[config.mk]
export PLATFORM = sky130hd
export DESIGN_NAME = adsr_envelope_gain
export DESIGN_NICKNAME = d
export VERILOG_FILES = /design/src/rtl/core/aeg_pkg.sv /design/src/rtl/core/aeg_div.sv /design/src/rtl/core/aeg_datapath.sv /design/src/rtl/core/aeg_ctrl.sv /design/src/rtl/core/adsr_envelope_gain.sv
export SDC_FILE = /design/constraint.sdc
export NUM_CORES = 2
export LEC_CHECK = 0
export BUFFER_PORTS_ARGS = -buffer_cell sky130_fd_sc_hd__buf_4
export CAP_MARGIN = 20
export CORE_UTILIZATION = 59
export CTS_BUF_LIST = sky130_fd_sc_hd__clkbuf_2 sky130_fd_sc_hd__clkbuf_4 sky130_fd_sc_hd__clkbuf_8
export CTS_CLUSTER_SIZE = 14
export DETAILED_ROUTE_END_ITERATION = 12
export PLACE_DENSITY = 0.92
export SLEW_MARGIN = 20
export SYNTH_ARGS = -nofsm -noshare
export SYNTH_HDL_FRONTEND = slang
export SYNTH_HIERARCHICAL = 1
export SYNTH_SLANG_ARGS = --single-unit
[constraint.sdc]
create_clock -name i_clk -period 7.8 [get_ports i_clk]
set_input_delay 1.17 -clock i_clk [delete_from_list [all_inputs] [get_ports i_clk]]
set_output_delay 1.17 -clock i_clk [all_outputs]
set_load 0.05 [all_outputs]
[src/rtl/core/aeg_pkg.sv]
// Shared types, constants and helpers for the ADSR envelope gain block.
// Used by every module under rtl/core; depends on nothing else.
package aeg_pkg;

    localparam int DEF_SAMPLE_BITS = 16;
    localparam int DEF_TIME_BITS   = 32;

    localparam int STEP_W   = 16;
    localparam int STIME_W  = 24;
    localparam int LEVEL_W  = 17;
    localparam int NTIME_W  = 32;
    localparam int STAGE_W  = 3;
    localparam int ADDR_W   = 5;
    localparam int APB_W    = 32;

    localparam int DIV_Q_W   = 17;
    localparam int DIV_DEN_W = STIME_W;
    localparam int DIV_NUM_W = DIV_DEN_W + DIV_Q_W;

    localparam logic [LEVEL_W-1:0] UNITY = 17'h10000;

    typedef enum logic [STAGE_W-1:0] {
        ST_IDLE    = 3'd0,
        ST_ATTACK  = 3'd1,
        ST_DECAY   = 3'd2,
        ST_SUSTAIN = 3'd3,
        ST_RELEASE = 3'd4
    } t_stage;

    typedef enum logic [2:0] {
        REG_TIME_STEP = 3'd0,
        REG_ATTACK    = 3'd1,
        REG_DECAY     = 3'd2,
        REG_SUSTAIN   = 3'd3,
        REG_RELEASE   = 3'd4
    } t_reg_idx;

    typedef enum logic {
        POST_DIRECT,
        POST_FROM_UNITY
    } t_post;

    typedef enum logic [3:0] {
        CS_IDLE,
        CS_ADV,
        CS_EVAL,
        CS_MUL,
        CS_DIV_GO,
        CS_DIV_WAIT,
        CS_SCALE_L,
        CS_SCALE_R,
        CS_PUSH
    } t_ctrl_state;

    typedef struct packed {
        logic load;
        logic adv;
        logic eval;
        logic mul;
        logic div_start;
        logic div_fin;
        logic scale_l;
        logic scale_r;
        logic push;
    } t_dp_cmd;

    typedef struct packed {
        logic need_div;
        logic div_done;
        logic out_free;
    } t_dp_status;

    function automatic logic [LEVEL_W-1:0] clamp_level(input logic [LEVEL_W-1:0] v);
        clamp_level = (v > UNITY) ? UNITY : v;
    endfunction

endpackage

[src/rtl/core/aeg_div.sv]
// Restoring divider producing one quotient bit per cycle.
// Depends on aeg_pkg for the operand widths.
module aeg_div
    import aeg_pkg::*;
(
    input  logic                 i_clk,
    input  logic                 i_rst_n,
    input  logic                 i_start,
    input  logic [DIV_NUM_W-1:0] i_num,
    input  logic [DIV_DEN_W-1:0] i_den,
    output logic                 o_done,
    output logic [DIV_Q_W-1:0]   o_quot
);

    localparam int CNT_W = $clog2(DIV_Q_W + 1);
    localparam logic [CNT_W-1:0] CNT_INIT = CNT_W'(DIV_Q_W);
    localparam logic [CNT_W-1:0] CNT_LAST = CNT_W'(1);

    logic                 r_busy;
    logic                 r_done;
    logic [CNT_W-1:0]     r_cnt;
    logic [DIV_DEN_W-1:0] r_rem;
    logic [DIV_DEN_W-1:0] r_den;
    logic [DIV_Q_W-1:0]   r_quo;

    logic [DIV_DEN_W:0]   trial;
    logic [DIV_DEN_W:0]   diff;
    logic                 qbit;
    logic [DIV_DEN_W-1:0] n_rem;

    always_comb begin
        trial = {r_rem, r_quo[DIV_Q_W-1]};
        diff  = trial - {1'b0, r_den};
        qbit  = (trial >= {1'b0, r_den});
        n_rem = qbit ? diff[DIV_DEN_W-1:0] : trial[DIV_DEN_W-1:0];
    end

    always_ff @(posedge i_clk) begin
        if (!i_rst_n) begin
            r_busy <= 1'b0;
            r_done <= 1'b0;
            r_cnt  <= '0;
        end else begin
            r_done <= 1'b0;
            if (i_start) begin
                r_busy <= 1'b1;
                r_cnt  <= CNT_INIT;
            end else if (r_busy) begin
                r_cnt <= r_cnt - CNT_LAST;
                if (r_cnt == CNT_LAST) begin
                    r_busy <= 1'b0;
                    r_done <= 1'b1;
                end
            end
        end
    end

    always_ff @(posedge i_clk) begin
        if (i_start) begin
            r_rem <= i_num[DIV_NUM_W-1:DIV_Q_W];
            r_quo <= i_num[DIV_Q_W-1:0];
            r_den <= i_den;
        end else if (r_busy) begin
            r_rem <= n_rem;
            r_quo <= {r_quo[DIV_Q_W-2:0], qbit};
        end
    end

    assign o_done = r_done;
    assign o_quot = r_quo;

    a_rem_below_den: assert property (@(posedge i_clk) disable iff (!i_rst_n)
        r_busy |-> (r_rem < r_den))
        else $error("divider remainder reached the divisor");

    a_done_idle: assert property (@(posedge i_clk) disable iff (!i_rst_n)
        r_done |-> !r_busy)
        else $error("divider done while still busy");

    a_no_restart: assert property (@(posedge i_clk) disable iff (!i_rst_n)
        i_start |-> !r_busy)
        else $error("divider started while busy");

endmodule

[src/rtl/core/aeg_datapath.sv]
// Envelope datapath: stage and timer state, stage rules, level multiplier, sample
// multiplier shared by both channels, divider, output register. Depends on aeg_pkg, aeg_div.
module aeg_datapath
    import aeg_pkg::*;
#(
    parameter int SAMPLE_BITS = DEF_SAMPLE_BITS,
    parameter int TIME_BITS   = DEF_TIME_BITS
) (
    input  logic                   i_clk,
    input  logic                   i_rst_n,
    input  t_dp_cmd                i_cmd,
    output t_dp_status             o_status,
    input  logic [STEP_W-1:0]      i_time_step,
    input  logic [STIME_W-1:0]     i_attack_time,
    input  logic [STIME_W-1:0]     i_decay_time,
    input  logic [LEVEL_W-1:0]     i_sustain_level,
    input  logic [STIME_W-1:0]     i_release_time,
    input  logic [SAMPLE_BITS-1:0] i_sample_left,
    input  logic [SAMPLE_BITS-1:0] i_sample_right,
    input  logic                   i_playing,
    input  logic [NTIME_W-1:0]     i_time_played,
    input  logic [NTIME_W-1:0]     i_note_length,
    input  logic                   i_out_ready,
    output logic                   o_out_valid,
    output logic [SAMPLE_BITS-1:0] o_out_left,
    output logic [SAMPLE_BITS-1:0] o_out_right,
    output logic [LEVEL_W-1:0]     o_envelope_level,
    output logic [STAGE_W-1:0]     o_envelope_stage
);

    localparam int CMP_W = (TIME_BITS > STIME_W) ? TIME_BITS : STIME_W;

    t_stage                 r_stage;
    logic [TIME_BITS-1:0]   r_timer;
    logic [SAMPLE_BITS-1:0] r_left;
    logic [SAMPLE_BITS-1:0] r_right;
    logic                   r_gate;
    logic                   r_force;
    logic [STIME_W-1:0]     r_a;
    logic [LEVEL_W-1:0]     r_b;
    logic [DIV_DEN_W-1:0]   r_den;
    t_post                  r_post;
    logic [DIV_NUM_W-1:0]   r_prod;
    logic [LEVEL_W-1:0]     r_level;
    logic [SAMPLE_BITS-1:0] r_scl_l;
    logic [SAMPLE_BITS-1:0] r_scl_r;
    logic                   r_ovalid;
    logic [SAMPLE_BITS-1:0] r_o_left;
    logic [SAMPLE_BITS-1:0] r_o_right;
    logic [LEVEL_W-1:0]     r_o_level;
    t_stage                 r_o_stage;

    t_stage                 pre_stage;
    logic [TIME_BITS-1:0]   pre_timer;
    logic [TIME_BITS:0]     tsum;
    logic [TIME_BITS-1:0]   adv_timer;

    logic [CMP_W-1:0]       t_ext;
    logic [STIME_W-1:0]     t_lo;
    t_stage                 ev_stage;
    logic                   ev_clear;
    logic [LEVEL_W-1:0]     ev_level;
    logic                   ev_need_div;
    logic [STIME_W-1:0]     ev_a;
    logic [LEVEL_W-1:0]     ev_b;
    logic [DIV_DEN_W-1:0]   ev_den;
    t_post                  ev_post;

    logic                   div_done;
    logic [DIV_Q_W-1:0]     div_quot;
    logic [LEVEL_W-1:0]     fin_level;

    logic [SAMPLE_BITS-1:0]     sc_in;
    logic signed [SAMPLE_BITS+17:0] sc_prod;

    always_comb begin
        pre_stage = r_stage;
        pre_timer = r_timer;
        if (r_gate && r_stage == ST_IDLE) begin
            pre_stage = ST_ATTACK;
            pre_timer = '0;
        end
        if (r_force && pre_stage != ST_RELEASE && pre_stage != ST_IDLE) begin
            pre_stage = ST_RELEASE;
            pre_timer = '0;
        end
        tsum = {1'b0, pre_timer} + (TIME_BITS+1)'(i_time_step);
        if (pre_stage == ST_IDLE) begin
            adv_timer = pre_timer;
        end else if (tsum[TIME_BITS]) begin
            adv_timer = '1;
        end else begin
            adv_timer = tsum[TIME_BITS-1:0];
        end
    end

    always_comb begin
        t_ext       = CMP_W'(r_timer);
        t_lo        = t_ext[STIME_W-1:0];
        ev_stage    = r_stage;
        ev_clear    = 1'b0;
        ev_level    = '0;
        ev_need_div = 1'b0;
        ev_a        = t_lo;
        ev_b        = UNITY;
        ev_den      = i_attack_time;
        ev_post     = POST_DIRECT;
        unique case (r_stage)
            ST_ATTACK: begin
                if (t_ext >= CMP_W'(i_attack_time)) begin
                    ev_level = UNITY;
                    ev_stage = ST_DECAY;
                    ev_clear = 1'b1;
                end else begin
                    ev_need_div = 1'b1;
                end
            end
            ST_DECAY: begin
                ev_den = i_decay_time;
                if (t_ext >= CMP_W'(i_decay_time)) begin
                    ev_level = clamp_level(i_sustain_level);
                    ev_stage = ST_SUSTAIN;
                end else if (i_sustain_level <= UNITY) begin
                    ev_need_div = 1'b1;
                    ev_b        = UNITY - i_sustain_level;
                    ev_post     = POST_FROM_UNITY;
                end else begin
                    ev_level = UNITY;
                end
            end
            ST_SUSTAIN: begin
                ev_level = clamp_level(i_sustain_level);
            end
            ST_RELEASE: begin
                ev_den = i_release_time;
                ev_a   = i_release_time - t_lo;
                ev_b   = i_sustain_level;
                if (t_ext >= CMP_W'(i_release_time) || i_sustain_level == '0) begin
                    ev_stage = ST_IDLE;
                end else begin
                    ev_need_div = 1'b1;
                end
            end
            default: begin
                ev_level = '0;
            end
        endcase
    end

    aeg_div u_div (
        .i_clk   (i_clk),
        .i_rst_n (i_rst_n),
        .i_start (i_cmd.div_start),
        .i_num   (r_prod),
        .i_den   (r_den),
        .o_done  (div_done),
        .o_quot  (div_quot)
    );

    always_comb begin
        if (r_post == POST_FROM_UNITY) begin
            fin_level = UNITY - div_quot;
        end else begin
            fin_level = clamp_level(div_quot);
        end
        sc_in   = i_cmd.scale_r ? r_right : r_left;
        sc_prod = $signed(sc_in) * $signed({1'b0, r_level});
    end

    always_ff @(posedge i_clk) begin
        if (!i_rst_n) begin
            r_stage  <= ST_IDLE;
            r_timer  <= '0;
            r_ovalid <= 1'b0;
        end else begin
            if (i_cmd.adv) begin
                r_stage <= pre_stage;
                r_timer <= adv_timer;
            end else if (i_cmd.eval) begin
                r_stage <= ev_stage;
                if (ev_clear) begin
                    r_timer <= '0;
                end
            end
            if (i_cmd.push) begin
                r_ovalid <= 1'b1;
            end else if (i_out_ready) begin
                r_ovalid <= 1'b0;
            end
        end
    end

    always_ff @(posedge i_clk) begin
        if (i_cmd.load) begin
            r_left  <= i_sample_left;
            r_right <= i_sample_right;
            r_gate  <= i_playing;
            r_force <= (i_time_played >= i_note_length) || !i_playing;
        end
        if (i_cmd.eval) begin
            r_level <= ev_level;
            r_a     <= ev_a;
            r_b     <= ev_b;
            r_den   <= ev_den;
            r_post  <= ev_post;
        end
        if (i_cmd.mul) begin
            r_prod <= r_a * r_b;
        end
        if (i_cmd.div_fin) begin
            r_level <= fin_level;
        end
        if (i_cmd.scale_l) begin
            r_scl_l <= sc_prod[SAMPLE_BITS+15:16];
        end
        if (i_cmd.scale_r) begin
            r_scl_r <= sc_prod[SAMPLE_BITS+15:16];
        end
        if (i_cmd.push) begin
            r_o_left  <= r_scl_l;
            r_o_right <= r_scl_r;
            r_o_level <= r_level;
            r_o_stage <= r_stage;
        end
    end

    assign o_status.need_div = ev_need_div;
    assign o_status.div_done = div_done;
    assign o_status.out_free = !r_ovalid || i_out_ready;

    assign o_out_valid      = r_ovalid;
    assign o_out_left       = r_o_left;
    assign o_out_right      = r_o_right;
    assign o_envelope_level = r_o_level;
    assign o_envelope_stage = r_o_stage;

endmodule

[src/rtl/core/aeg_ctrl.sv]
// Sequencing state machine for the envelope datapath.
// Depends on aeg_pkg for the state, command and status types.
module aeg_ctrl
    import aeg_pkg::*;
(
    input  logic       i_clk,
    input  logic       i_rst_n,
    input  logic       i_in_valid,
    output logic       o_in_ready,
    input  t_dp_status i_status,
    output t_dp_cmd    o_cmd
);

    t_ctrl_state r_state;
    t_ctrl_state n_state;

    always_ff @(posedge i_clk) begin
        if (!i_rst_n) begin
            r_state <= CS_IDLE;
        end else begin
            r_state <= n_state;
        end
    end

    always_comb begin
        n_state    = r_state;
        o_cmd      = '0;
        o_in_ready = 1'b0;
        unique case (r_state)
            CS_IDLE: begin
                o_in_ready = 1'b1;
                if (i_in_valid) begin
                    o_cmd.load = 1'b1;
                    n_state    = CS_ADV;
                end
            end
            CS_ADV: begin
                o_cmd.adv = 1'b1;
                n_state   = CS_EVAL;
            end
            CS_EVAL: begin
                o_cmd.eval = 1'b1;
                n_state    = i_status.need_div ? CS_MUL : CS_SCALE_L;
            end
            CS_MUL: begin
                o_cmd.mul = 1'b1;
                n_state   = CS_DIV_GO;
            end
            CS_DIV_GO: begin
                o_cmd.div_start = 1'b1;
                n_state         = CS_DIV_WAIT;
            end
            CS_DIV_WAIT: begin
                if (i_status.div_done) begin
                    o_cmd.div_fin = 1'b1;
                    n_state       = CS_SCALE_L;
                end
            end
            CS_SCALE_L: begin
                o_cmd.scale_l = 1'b1;
                n_state       = CS_SCALE_R;
            end
            CS_SCALE_R: begin
                o_cmd.scale_r = 1'b1;
                n_state       = CS_PUSH;
            end
            CS_PUSH: begin
                if (i_status.out_free) begin
                    o_cmd.push = 1'b1;
                    n_state    = CS_IDLE;
                end
            end
            default: begin
                n_state = CS_IDLE;
            end
        endcase
    end

endmodule

[src/rtl/core/adsr_envelope_gain.sv]
// Top level of the linear ADSR envelope gain block: register port and channels.
// Depends on aeg_pkg, aeg_ctrl, aeg_datapath and aeg_div.
//
//   channel   direction  beat content
//   s_axis    in         tdata: samples, note time, note length; tuser: playing
//   m_axis    out        tdata: scaled samples, envelope level, envelope stage
//   apb       in/out     five envelope registers, one per 32-bit word
//
// A result reaches the output register through the load, advance, evaluate, scale and
// push steps; a level that needs division adds the multiply step and the 17-step divider.
// A new beat is accepted once the previous result sits in the output register.
// Reset is synchronous and active low; it idles the envelope and restores
// register defaults. During an output stall the output register holds one result and
// the next one waits at the push step, which keeps the input stalled.
module adsr_envelope_gain
    import aeg_pkg::*;
#(
    parameter int SAMPLE_BITS = DEF_SAMPLE_BITS,
    parameter int TIME_BITS   = DEF_TIME_BITS
) (
    input  logic                i_clk,
    input  logic                i_rst_n,
    input  logic                s_axis_tvalid,
    output logic                s_axis_tready,
    // sample_left, sample_right, time_played, note_length, zero padding
    input  logic [((2*SAMPLE_BITS+2*NTIME_W+7)/8)*8-1:0] s_axis_tdata,
    // playing
    input  logic [0:0]          s_axis_tuser,
    output logic                m_axis_tvalid,
    input  logic                m_axis_tready,
    // out_left, out_right, envelope_level, envelope_stage, zero padding
    output logic [((2*SAMPLE_BITS+LEVEL_W+STAGE_W+7)/8)*8-1:0] m_axis_tdata,
    input  logic                psel,
    input  logic                penable,
    input  logic                pwrite,
    input  logic [ADDR_W-1:0]   paddr,
    input  logic [APB_W-1:0]    pwdata,
    output logic [APB_W-1:0]    prdata,
    output logic                pready
);

    localparam int OUT_W = ((2*SAMPLE_BITS+LEVEL_W+STAGE_W+7)/8)*8;
    localparam int TP_LSB  = 2*SAMPLE_BITS;
    localparam int NL_LSB  = TP_LSB + NTIME_W;
    localparam int LVL_LSB = 2*SAMPLE_BITS;
    localparam int STG_LSB = LVL_LSB + LEVEL_W;
    localparam int OUT_PAD = OUT_W - STG_LSB - STAGE_W;

    logic [STEP_W-1:0]  r_time_step;
    logic [STIME_W-1:0] r_attack_time;
    logic [STIME_W-1:0] r_decay_time;
    logic [LEVEL_W-1:0] r_sustain_level;
    logic [STIME_W-1:0] r_release_time;

    logic                   wr_en;
    logic [2:0]             reg_sel;
    t_dp_cmd                cmd;
    t_dp_status             status;
    logic [SAMPLE_BITS-1:0] out_left;
    logic [SAMPLE_BITS-1:0] out_right;
    logic [LEVEL_W-1:0]     out_level;
    logic [STAGE_W-1:0]     out_stage;

    assign pready  = 1'b1;
    assign wr_en   = psel && penable && pwrite && pready;
    assign reg_sel = paddr[ADDR_W-1:2];

    always_ff @(posedge i_clk) begin
        if (!i_rst_n) begin
            r_time_step     <= STEP_W'(1);
            r_attack_time   <= '0;
            r_decay_time    <= '0;
            r_sustain_level <= UNITY;
            r_release_time  <= '0;
        end else if (wr_en) begin
            unique case (reg_sel)
                REG_TIME_STEP: r_time_step     <= pwdata[STEP_W-1:0];
                REG_ATTACK:    r_attack_time   <= pwdata[STIME_W-1:0];
                REG_DECAY:     r_decay_time    <= pwdata[STIME_W-1:0];
                REG_SUSTAIN:   r_sustain_level <= pwdata[LEVEL_W-1:0];
                REG_RELEASE:   r_release_time  <= pwdata[STIME_W-1:0];
                default: begin
                end
            endcase
        end
    end

    always_comb begin
        unique case (reg_sel)
            REG_TIME_STEP: prdata = APB_W'(r_time_step);
            REG_ATTACK:    prdata = APB_W'(r_attack_time);
            REG_DECAY:     prdata = APB_W'(r_decay_time);
            REG_SUSTAIN:   prdata = APB_W'(r_sustain_level);
            REG_RELEASE:   prdata = APB_W'(r_release_time);
            default:       prdata = '0;
        endcase
    end

    aeg_ctrl u_ctrl (
        .i_clk      (i_clk),
        .i_rst_n    (i_rst_n),
        .i_in_valid (s_axis_tvalid),
        .o_in_ready (s_axis_tready),
        .i_status   (status),
        .o_cmd      (cmd)
    );

    aeg_datapath #(
        .SAMPLE_BITS (SAMPLE_BITS),
        .TIME_BITS   (TIME_BITS)
    ) u_datapath (
        .i_clk            (i_clk),
        .i_rst_n          (i_rst_n),
        .i_cmd            (cmd),
        .o_status         (status),
        .i_time_step      (r_time_step),
        .i_attack_time    (r_attack_time),
        .i_decay_time     (r_decay_time),
        .i_sustain_level  (r_sustain_level),
        .i_release_time   (r_release_time),
        .i_sample_left    (s_axis_tdata[SAMPLE_BITS-1:0]),
        .i_sample_right   (s_axis_tdata[2*SAMPLE_BITS-1:SAMPLE_BITS]),
        .i_playing        (s_axis_tuser[0]),
        .i_time_played    (s_axis_tdata[TP_LSB+:NTIME_W]),
        .i_note_length    (s_axis_tdata[NL_LSB+:NTIME_W]),
        .i_out_ready      (m_axis_tready),
        .o_out_valid      (m_axis_tvalid),
        .o_out_left       (out_left),
        .o_out_right      (out_right),
        .o_envelope_level (out_level),
        .o_envelope_stage (out_stage)
    );

    assign m_axis_tdata = {{OUT_PAD{1'b0}}, out_stage, out_level, out_right, out_left};

    a_level_bounded: assert property (@(posedge i_clk) disable iff (!i_rst_n)
        m_axis_tvalid |-> (m_axis_tdata[LVL_LSB+:LEVEL_W] <= UNITY))
        else $error("envelope level above unity");

    a_idle_silent: assert property (@(posedge i_clk) disable iff (!i_rst_n)
        (m_axis_tvalid && m_axis_tdata[STG_LSB+:STAGE_W] == ST_IDLE)
            |-> (m_axis_tdata[LVL_LSB+:LEVEL_W] == '0))
        else $error("idle stage with nonzero level");

    a_hold_on_stall: assert property (@(posedge i_clk) disable iff (!i_rst_n)
        (m_axis_tvalid && !m_axis_tready) |=> (m_axis_tvalid && $stable(m_axis_tdata)))
        else $error("output beat changed while stalled");

endmodule
==> flow_metrics.py <==
metrics = {
    "synthesis": {
        "syn_area_per_cell_um2": 9.58,
        "synth_top_family_by_area": "adder cells",
        "synth_seq_cells": 459,
        "synth_area_um2": 46700,
        "seq_area_frac_synth_pct": 26.3,
        "muxShareOfSynthArea_pct": 3.63,
        "synth_compound_area_share_pct": 10.1,
        "synth_ff_type": "edfxtp_1",
        "synth-edff-count": 307,
        "ys_async_sr_fraction_pct": 0,
        "yosys_warnings": 6,
        "synth-simple-area-share_pct": 14.9,
        "syn-instance-count": 4878,
        "synth_adder_area_share_pct": 33.8,
        "synthXorXnorAreaFrac_pct": 2.21,
        "ys_types": 111,
    },
    "placed_design": {
        "place_hpwl_um": 95000,
        "portBuffers": 208,
        "gp_congestion": 0.970,
        "place_ws_ns": 0.157,
    },
    "sta": {
        "finalSetupTns_ns": 0,
        "min_period_ns": 7.49,
        "grt_setup_unrepaired": "no",
        "clock_skew_ns": 0.0546,
        "worst_slack_ns": 0.314,
        "slew_violations": 0,
        "hold_violations": 0,
        "max_freq_ghz": 0.134,
        "relSlewSlack_pct": 20.0,
        "setup_viol": 0,
        "worstMarginPinSlew_ns": 1.19,
        "fin_crit_sh_pct": 96.0,
    },
    "setup_path": {
        "cp-end-kind": "flip-flop",
        "worstPathRequired_ns": 8.22,
        "cp_top_family": "adder cells",
        "start_kind": "flip-flop",
        "crit_path_max_fanout": 24,
        "worstSetupPathType": "reg -> reg",
        "slowest_delay_ns": 0.99,
        "cp_cell_sequence": "nand2_1 > fa_1 > inv_1 > fa_1 > inv_1 > fa_1 > inv_1 > fa_1 > fa_1 > inv_1 > fa_1 > inv_1 > ha_1 > and3_1 > a221oi_1 > o21ai_0 > a211oi_1 > a21oi_1 > nand4b_1 > a211o_1 > a21o_1 > a21oi_1 > xnor2_1",
        "crit_arrival_ns": 7.91,
        "cp_num_buf_inv": 5,
        "cpMaxStageDelayCell": "edfxtp_1",
        "crit_top_cell": "fa_1",
    },
    "clock_tree": {
        "path_clk_slew_ns": 0.08,
        "cts_made_buffers": 74,
        "clock_latency_ns": 0.70,
        "clock-root-buffer": "clkbuf_8",
        "cts_tree": "done",
        "numClockSinks": 459,
        "clockBufferDepth": 3,
        "cts_htree_levels": 3,
        "holdBufCountCts": 0,
    },
    "grt": {
        "grt_pass1_vias": 38600,
        "antenna_found_initial": 2,
        "grt_util_all_layers_pct": 31.8,
        "grt_start_max_net_pins": 97,
        "gr-total-overflow": 0,
        "grt_pass1_wl_um": 202000,
    },
    "cells_and_area": {
        "layout-drive-gt1-share_pct": 10.6,
        "final_common_cell": "inv_1",
        "diodes": 0,
        "final_cell_mix": "inv_1, nand2_1, fa_1, ha_1, edfxtp_1",
        "syn_to_final_growth_pct": 8.91,
        "finalNetCount": 6106,
    },
    "detailed_routing": {
        "vias": 36800,
        "firstDrtPassIters": 9,
        "wl_um": 128000,
        "drc": 0,
        "vias_per_cell": 6.01,
        "drtIter0Drc": 3851,
        "post_drt_wl_per_cell_um": 20.8,
        "drtAntennaViolNets": 0,
    },
    "die": {
        "rows": 102,
        "die_h_um": 283,
        "io_pins": 232,
        "die_w_um": 283,
        "initial_core_util_pct": 60.0,
        "coreArea_um2": 77800,
        "floorplan.die_area_um2": 80300,
    },
    "min_path": {
        "min_path_type": "reg -> reg",
    },
    "flow_run": {
        "maxCapViolCount": 0,
    },
    "run_status": {
        "status": "complete, no violations",
    },
}
==> layout make-up <==
type,instances,area (µm²)
well taps,1040,1300
fillers,5626,27000
flip-flops and latches,459,12300
clock inverters,34,337
inverters,858,3220
multi-input cells,3355,30300
clock buffers,101,1260
repair buffers,280,2160
==> worst register-to-register path, stage by stage, from the launching register on <==
cell and delay (ns):
edfxtp_1 0.99, nand2_1 0.19, fa_1 0.54, inv_1 0.05, fa_1 0.49, inv_1 0.06
fa_1 0.49, inv_1 0.06, fa_1 0.47, fa_1 0.52, inv_1 0.05, fa_1 0.49
inv_1 0.05, ha_1 0.35, and3_1 0.25, a221oi_1 0.34, o21ai_0 0.25, a211oi_1 0.39
a21oi_1 0.14, nand4b_1 0.25, a211o_1 0.33, a21o_1 0.20, a21oi_1 0.17, xnor2_1 0.09
==> synth_stat cells, types with 70 or more instances <==
cell	number	area share, %
a21o_1	75	1.2
a21oi_1	118	1.3
and2_1	293	3.9
clkbuf_1	159	1.3
dfxtp_1	152	6.5
edfxtp_1	307	20
fa_1	539	23
ha_1	398	11
inv_1	858	6.9
mux2i_1	113	2.4
nand2_1	703	5.6
nor2_1	116	0.93
o21ai_0	144	1.5
xnor2_1	70	1.3
==> stage by stage <==
stage	util (%)	hold WS (ns)	instance area, µm²	instances
3_5_place_dp	63.2	0.405	49200	5989
2_1_floorplan	-	0.400	46800	4889
4_1_cts	65.2	0.415	50800	6124
5_1_grt	65.3	0.422	50900	6127
3_3_place_gp	63.2	0.400	49200	5989
6_report	65.3	0.413	50900	6127
==> registers in the layout, summed over array words and instances (netlist names), 17 cells and up <==
| signal | cells |
|---|---|
| u_datapath/r_prod | 41 |
| u_datapath/r_timer | 32 |
| r_attack_time | 24 |
| r_decay_time | 24 |
| r_release_time | 24 |
| u_datapath/r_a | 24 |
| u_datapath/r_den | 24 |
| u_datapath/u_div/r_den | 24 |
| u_datapath/u_div/r_rem | 24 |
| r_sustain_level | 17 |
| u_datapath/o_envelope_level | 17 |
| u_datapath/r_b | 17 |
| u_datapath/r_level | 17 |
| u_datapath/u_div/o_quot | 17 |
==> timing repair <==
item                                    4_1_cts  5_1_grt
endpoints found under the setup margin        0        8
setup buffers                                 0        0
resized for setup                             0        8
==> worst paths after layout <==
kind                     startpoint                         to  slack, ns  cells past startpoint
max reg2reg       u_datapath/r_b[7]      u_datapath/r_prod[40]       0.31                     23
min reg2reg  u_datapath/r_scl_l[15]  u_datapath/o_out_left[15]       0.41                      0
max               u_datapath/r_b[7]      u_datapath/r_prod[40]       0.31                     23
min          u_datapath/r_scl_l[15]  u_datapath/o_out_left[15]       0.41                      0
==> cells by family (layout without fill, tap and decap cells) <==
group | count (synthesis) | count (layout)
AND/OR/NAND/NOR | 1426 | 1426
multiplexers | 163 | 163
XOR/XNOR | 118 | 118
flip-flops | 459 | 459
AO/OA/AOI/OAI | 698 | 698
buffers and inverters | 1075 | 1273
adder cells (fa/ha/maj) | 937 | 937
other | 2 | 13
==> per-layer routing <==
metal,vias up,global-route usage (%),wire length (µm)
li1,16100,-,-
met4,2,19.4,8740
met1,17800,38.5,46100
met2,2251,52.5,60300
met3,575,6.38,12400
met5,-,0,13
Power is not shown: default switching activity piles up to over one toggle a cycle in this logic, so the estimate is an artifact.
